[config.mk]
export PLATFORM = sky130hd
export DESIGN_NAME = rwu_queue
export DESIGN_NICKNAME = d
export VERILOG_FILES = /design/src/rwu_pkg.sv /design/src/rwu_queue.sv
export SDC_FILE = /design/constraint.sdc
export NUM_CORES = 1
export LEC_CHECK = 0
export BUFFER_PORTS_ARGS = -buffer_cell sky130_fd_sc_hd__buf_2
export CAP_MARGIN = 20
export CORE_ASPECT_RATIO = 1.2
export CORE_MARGIN = 3
export CORE_UTILIZATION = 50
export CTS_BUF_LIST = sky130_fd_sc_hd__clkbuf_8
export DETAILED_ROUTE_END_ITERATION = 8
export GPL_ROUTABILITY_DRIVEN = 0
export GPL_TIMING_DRIVEN = 0
export HOLD_SLACK_MARGIN = 0.03
export PLACE_DENSITY = 0.67
export SYNTH_ARGS = -nofsm -noshare
export SYNTH_HDL_FRONTEND = slang
export SYNTH_SLANG_ARGS = --single-unit
[constraint.sdc]
create_clock -name clk_i -period 5.85 [get_ports clk_i]
set_clock_uncertainty 0.05 [all_clocks]
set_input_delay 0.585 -clock clk_i [delete_from_list [all_inputs] [get_ports clk_i]]
set_output_delay 0.585 -clock clk_i [all_outputs]
set_load 0.05 [all_outputs]
[src/rwu_pkg.sv]
// shared types and constants for the rprop weight update block
`default_nettype none

package rwu_pkg;

  localparam int unsigned Features   = 1024;
  localparam int unsigned IdxW       = $clog2(Features);
  localparam int unsigned DivW       = 48;
  localparam int unsigned QueueDepth = 4;

  typedef enum logic {
    OP_INIT   = 1'b0,
    OP_UPDATE = 1'b1
  } op_e;

  typedef enum logic [2:0] {
    CFG_REG_STRENGTH = 3'd0,
    CFG_GROW_RATE    = 3'd1,
    CFG_SHRINK_RATE  = 3'd2,
    CFG_STEP_FLOOR   = 3'd3,
    CFG_STEP_CEILING = 3'd4,
    CFG_STEP_START   = 3'd5,
    CFG_WEIGHT_FLOOR = 3'd6
  } cfg_idx_e;

  typedef struct packed {
    op_e                op;
    logic [9:0]         feature_index;
    logic signed [31:0] gradient_sum;
    logic signed [31:0] weight_in;
    logic [30:0]        score_sum;
  } in_item_t;

  typedef struct packed {
    logic signed [31:0] weight_out;
    logic               div_fault;
  } out_item_t;

  // step and weight settings used by the update side
  typedef struct packed {
    logic [15:0] grow_rate;
    logic [15:0] shrink_rate;
    logic [30:0] step_floor;
    logic [30:0] step_ceiling;
    logic [30:0] step_start;
    logic [30:0] weight_floor;
  } step_cfg_t;

  // classified item passed from the front part to the update side
  typedef struct packed {
    op_e                op;
    logic [IdxW-1:0]    idx;
    logic signed [31:0] weight;
    logic signed [31:0] grad;
    logic               fault;
  } work_t;

  typedef struct packed {
    logic signed [31:0] last_gradient;
    logic [31:0]        step_size;
    logic signed [31:0] last_weight;
  } entry_t;

endpackage

`default_nettype wire

[src/rwu_queue.sv]
// short queue between the front part and the update side
`default_nettype none

module rwu_queue import rwu_pkg::*; (
  input  wire logic  clk_i,
  input  wire logic  rst_ni,
  input  wire logic  push_i,
  input  wire work_t push_data_i,
  output logic       full_o,
  input  wire logic  pop_i,
  output logic       head_valid_o,
  output work_t      head_o
);

  localparam int unsigned PtrW = $clog2(QueueDepth);
  localparam int unsigned CntW = $clog2(QueueDepth + 1);

  work_t           buf_q [QueueDepth];
  logic [PtrW-1:0] wr_q, rd_q;
  logic [CntW-1:0] count_q;

  assign full_o       = (count_q == CntW'(QueueDepth));
  assign head_valid_o = (count_q != '0);
  assign head_o       = buf_q[rd_q];

  always_ff @(posedge clk_i or negedge rst_ni) begin
    if (!rst_ni) begin
      wr_q    <= '0;
      rd_q    <= '0;
      count_q <= '0;
    end else begin
      if (push_i) wr_q <= wr_q + 1'b1;
      if (pop_i)  rd_q <= rd_q + 1'b1;
      if (push_i && !pop_i) begin
        count_q <= count_q + 1'b1;
      end else if (pop_i && !push_i) begin
        count_q <= count_q - 1'b1;
      end
    end
  end

  always_ff @(posedge clk_i) begin
    if (push_i) begin
      buf_q[wr_q] <= push_data_i;
    end
  end

  assert property (@(posedge clk_i) disable iff (!rst_ni) push_i |-> !full_o)
    else $error("queue push while full");
  assert property (@(posedge clk_i) disable iff (!rst_ni) pop_i |-> head_valid_o)
    else $error("queue pop while empty");
  assert property (@(posedge clk_i) disable iff (!rst_ni)
    (push_i && !pop_i) |=> (count_q == $past(count_q) + 1'b1))
    else $error("queue count lost a push");

endmodule

`default_nettype wire

**Word-level counts from Yosys, hierarchy flattened**

Memory sizes are Yosys's and may differ from the RTL's.
Cells that the tools add are included.
Widths: inputs -> output; s select.

- Add/sub/neg operators: 4
- $mul: 0
- Divide/modulo/power cells: 0
- Magnitude comparators: 0
- Eq/ne operators: 1
- Shifts and indexed selects: 0
- Muxes and demuxes: 4
- Bitwise operators: 0
- Reductions and logical operators: 6

Operators with widths:

| cell | number |
|---|---|
| $mux 3 | 2 |
| $add 2x1->2 const B | 2 |
| $add 3x1->3 const B | 1 |
| $eq 3x3->1 const B | 1 |
| $reduce_bool 3->1 | 1 |
| $sub 3x1->3 const B | 1 |
| $logic_and 1x1->1 | 2 |
| $logic_not 1->1 | 2 |
| $mux 1 | 2 |
| $reduce_bool 2->1 | 1 |

- Register bits: 7
- Bits in latches: 0
- Bits in writable memories: 304
- Bits in read-only memories: 0
- Input bits: 80
- Output and inout bits: 78
- Word-level logic and storage cells: 19
- Memories kept: 1

Memory list:

| name | depth | width | read ports | clocked after Yosys merged registers in | write ports | line | RTL |
|---|---|---|---|---|---|---|---|
| buf_q | 4 | 76 | 1 | 0 | 1 | rwu_queue.sv:18 | `work_t buf_q [QueueDepth];` |

**Depth between registers and ports, before layout**

- Depth in word-level cells: 4
- Mapped depth: 7
- Gate-level depth less buffers: 7

**Worst setup path after synthesis**

Ideal clock, no wire load.

- Path type: register to register
- Start point: register wr_q[0]
- End point: memory buf_q[2][0] in the netlist's numbering (enable)
- Setup time: 0.443 ns
- Data arrival time: 2.389 ns
- Data required time: 5.357 ns
- Setup slack: 2.968 ns
- Cell stages (with the launch flop): 4
- Buffers on the path: 0
- Period minus slack after synthesis: 2.882 ns
- Cells stage by stage: dfrtp_1 -> inv_1 -> ha_1 -> and2_1

RTL lines:

| element | line | RTL |
|---|---|---|
| start, declared | rwu_queue.sv:19 | `logic [PtrW-1:0] wr_q, rd_q;` |
| start signal, assigned | rwu_queue.sv:32 | `if (push_i) wr_q <= wr_q + 1'b1;` |
| end, declared | rwu_queue.sv:18 |  |

Straight into the memory's write port.

==> PnR_summary.wiki <==
{| class="wikitable"
! Metric !! Value
|-
| Cell types with the largest area share after synthesis || sky130_fd_sc_hd__edfxtp_1 (80%), sky130_fd_sc_hd__mux4_2 (15%), sky130_fd_sc_hd__dfrtp_1 (1.5%), sky130_fd_sc_hd__ha_1 (0.55%), sky130_fd_sc_hd__buf_12 (0.35%)
|-
| Row count || about 60
|-
| Category of cells accounting for the largest share of critical-path delay || buffers and inverters
|-
| Worst reg2reg path endpoint || buf_q[0][29]
|-
| Area fraction of the dominant cell type after synthesis || 0.8027
|-
| Clock buffer count from CTS || 47
|-
| Hold Path Sink || buf_q[3][69]
|-
| Hold violation count in the final report || 0
|-
| Footprint of the multi-input gates || between 1500 and 2000 sq um
|-
| Crit path top cell by count || sky130_fd_sc_hd__buf_2
|-
| Critical Path Slowest Stage Cell || sky130_fd_sc_hd__mux4_2
|-
| Number of fillers in the final layout || around 1600
|-
| CTS Root Cell || sky130_fd_sc_hd__clkbuf_8
|-
| Worst endpoint data arrival time || 2.21 ns
|-
| Synth warnings || 0
|-
| Wire length of the first global-routing pass || 31680 um
|-
| Setup violators final || 0
|-
| Critical path fanouts, max || 10
|-
| Buffers inserted by post-CTS timing repair || 0
|-
| Flop2flop setup slack || 3.85 ns
|-
| Number of nets in the layout || 729
|-
| Net count after synthesis || 518
|-
| Detailed placement HPWL || 12920 um
|-
| Post-route ant nets || 0
|-
| Setup crit end kind || primary output
|-
| Part of the Yosys area used for sequential elements || 0.8181
|-
| Clock slew at reported path FFs || 0.06 ns
|-
| Critical setup path kind || flop to primary output
|-
| R2R cell count || 4
|-
| Final cycle utilization of the critical path || 0.4861
|-
| Startpoint types || flop
|-
| Total global-route track usage || 0.1718
|-
| Number of sinks handled by clock tree synthesis || 311
|-
| Via count || 5199
|-
| Yosys top cell by area || sky130_fd_sc_hd__edfxtp_1
|-
| Post-route DRC || 0
|-
| Final wirelength || 20890 um
|-
| Max-cap violation count || 0
|-
| Power per cell area || 573.0 nW/um^2
|-
| Number of optimization iterations in the first detailed-route pass || 4
|-
| Post-DR vias/cell || 5.450
|-
| Cell depth of the worst hold path || 1
|-
| Hold path startpoint || push_data_i[69]
|-
| Number of synthesized register bits || 311
|-
| Die Ht || 171.2 um
|-
| Slew headroom || 0.5228
|-
| Post-CTS Resized || 0
|-
| Post-layout util || 0.6141
|-
| Core ar. || approximately 22000 sq um
|-
| Setup tns final || 0 ns
|-
| RSZ-0062 raised after global routing || false
|-
| Clock tree from TritonCTS || done
|-
| Leakage power || 0.004737 uW
|-
| Buffers and inverters on the worst path || 4
|-
| Deepest level of the CTS H-tree || 2
|-
| Via count of the first global-routing pass || roughly 5600
|-
| Syn-to-layout area delta || 18.79%
|-
| Register area || around 9300 sq um
|-
| Mean Syn Cell Area || approximately 26 sq um
|-
| Effective utilization at floorplan || 0.5169
|-
| Cell-by-cell listing of the critical path || buf_2, buf_2, buf_2, mux4_2, buf_2
|-
| Reg-to-reg critical path startpoint || wr_q[0]
|-
| Share of layout cells above drive strength 1 || 0.4639
|-
| Iteration-0 DRC Markers || around 260
|-
| Die area || 24600 sq um
|-
| Worst stage delay on the critical path || between 0.3 and 0.4 ns
|-
| Die width || 143.7 um
|-
| Average wire per cell in the routed design || 21.90 um
|-
| Req. time, crit path || 5.22 ns
|-
| Minimum clock period || 2.843 ns
|-
| Number of different library cells in the post-synthesis netlist || 21
|-
| Latest clock arrival within the worst-skew pair || 0.53 ns
|-
| Peak ir drop on the vdd network || 429.7 uV
|-
| Final setup margin || 3.007 ns
|-
| Largest net degree at the start of global routing || 40
|-
| Hold bufs inserted after CTS || 1
|-
| IO Pins || between 150 and 200
|-
| Type of the tightest min-delay check || input pin to flop
|-
| Count of buffers inserted at the top-level ports || 157
|-
| Result of the run || complete, no violations
|-
| Final count of pins violating max slew || 0
|-
| Mapped cell area || ~11000 sq um
|-
| Number of standard cells after synthesis || roughly 430
|-
| Worst slew pin tran || between 0.7 and 0.8 ns
|-
| Fmax || roughly 350 MHz
|-
| Antenna violations before repair || 3
|-
| Worst-case setup slack after placement || between 3 and 4 ns
|-
| Maximum number of buffers from clock root to sink || 3
|-
| Total congestion overflow || 0
|}
==> worst max-delay path by stage <==
stage | from | end | cells after the start
after detailed placement | rd_q[1] | head_o[52] | 5
after floorplan | wr_q[0] | buf_q[2][0] | 3
after global routing | rd_q[1] | head_o[52] | 5
final | rd_q[1] | head_o[29] | 5
after global placement | push_i | buf_q[0][30] | 2
after CTS | rd_q[1] | head_o[29] | 5
==> cell usage in the layout (no fill, tap or decap) <==
master and count:
sky130_fd_sc_hd__edfxtp_1 304, sky130_fd_sc_hd__buf_2 165, sky130_fd_sc_hd__mux4_2 76, sky130_fd_sc_hd__clkbuf_8 52
sky130_fd_sc_hd__inv_1 20, sky130_fd_sc_hd__clkinv_1 11, sky130_fd_sc_hd__dfrtp_1 7, sky130_fd_sc_hd__ha_1 5
sky130_fd_sc_hd__and2_4 4, sky130_fd_sc_hd__xor2_1 4, sky130_fd_sc_hd__clkinv_2 4, sky130_fd_sc_hd__buf_16 4
sky130_fd_sc_hd__clkbuf_1 3, sky130_fd_sc_hd__buf_4 3, sky130_fd_sc_hd__buf_12 2, sky130_fd_sc_hd__xnor2_1 2
sky130_fd_sc_hd__nand2_1 2, sky130_fd_sc_hd__diode_2 1, sky130_fd_sc_hd__buf_6 1, sky130_fd_sc_hd__buf_8 1
sky130_fd_sc_hd__or3_1 1, sky130_fd_sc_hd__nor3b_1 1, sky130_fd_sc_hd__mux2_2 1, sky130_fd_sc_hd__o21ai_0 1
sky130_fd_sc_hd__nor2_1 1, sky130_fd_sc_hd__fa_1 1, sky130_fd_sc_hd__inv_6 1, sky130_fd_sc_hd__bufinv_16 1
sky130_fd_sc_hd__dlygate4sd3_1 1
==> stage by stage <==
stage	power (uW)	hold slack (ns)	instance area, sq um	std cells
3_3_place_gp	6155	0.3701	12500	863
4_1_cts	7865	0.1792	13510	953
2_1_floorplan	5467	0.2394	11370	432
6_report	7741	0.2102	13510	954
3_5_place_dp	6228	0.3812	12620	867
5_1_grt	8097	0.1783	13510	953
==> metal layers <==
metal  global-route usage  routed length, um  vias to the layer above
met4              0.05119                393                        6
met1               0.2077               7792                     2718
met5                    0                 41                        -
met3              0.04449               1255                       37
met2               0.3058              11410                      152
li1                     -                  -                     2286
==> Yosys cell counts <==
cell type / count
sky130_fd_sc_hd__fa_1: 1
sky130_fd_sc_hd__buf_12: 2
sky130_fd_sc_hd__ha_1: 5
sky130_fd_sc_hd__nor2_1: 1
sky130_fd_sc_hd__xnor2_1: 2
sky130_fd_sc_hd__o21ai_0: 1
sky130_fd_sc_hd__nor3b_1: 1
sky130_fd_sc_hd__edfxtp_1: 304
sky130_fd_sc_hd__buf_6: 1
sky130_fd_sc_hd__dfrtp_1: 7
sky130_fd_sc_hd__xor2_1: 4
sky130_fd_sc_hd__mux2_2: 1
sky130_fd_sc_hd__and2_1: 4
sky130_fd_sc_hd__nand2_1: 2
sky130_fd_sc_hd__buf_4: 3
sky130_fd_sc_hd__buf_2: 8
sky130_fd_sc_hd__mux4_2: 76
sky130_fd_sc_hd__clkbuf_1: 3
sky130_fd_sc_hd__inv_1: 4
sky130_fd_sc_hd__buf_8: 1
sky130_fd_sc_hd__or3_1: 1
==> cell type report <==
| type | count | share of cell area |
|---|---|---|
| multi-input cells | 99 | 0.1424 |
| well taps | 274 | 0.02538 |
| inverters | 4 | 0.001111 |
| clock buffers | 52 | 0.05298 |
| plain buffers | 18 | 0.01037 |
| clock inverters | 33 | 0.01186 |
| repair buffers | 162 | 0.06706 |
| diodes | 1 | 0.0001852 |
| flip-flops and latches | 311 | 0.6887 |
==> sequential cells by signal, indices dropped and copies added (netlist names) <==
register / flops
buf_q: 304
count_q: 3
rd_q: 2
wr_q: 2
==> cells by family after synthesis <==
group	after synthesis	share of synthesized area
flops	311	0.8181
mux	77	0.1515
buf+inv	22	0.01364
simple gates	9	0.004401
xor+xnor	6	0.004621
fa+ha+maj	6	0.007262
compound gates	1	0.0004397
==> power by group <==
| group | total (uW) | internal, uW | switching [uW] |
|---|---|---|---|
| Combinational | 3100 | 953 | 2150 |
| Sequential | 3010 | 2910 | 96.1 |
| Clock | 1630 | 860 | 771 |
| Total | 7740 | 4730 | 3010 |
==> worst register-to-register path: stages (launching register included) <==
cell	delay (ns)
sky130_fd_sc_hd__dfrtp_1	0.43
sky130_fd_sc_hd__inv_1	0.11
sky130_fd_sc_hd__ha_1	0.17
sky130_fd_sc_hd__and2_4	0.57
sky130_fd_sc_hd__buf_16	0.32
Power figures use the tool's default switching activity.
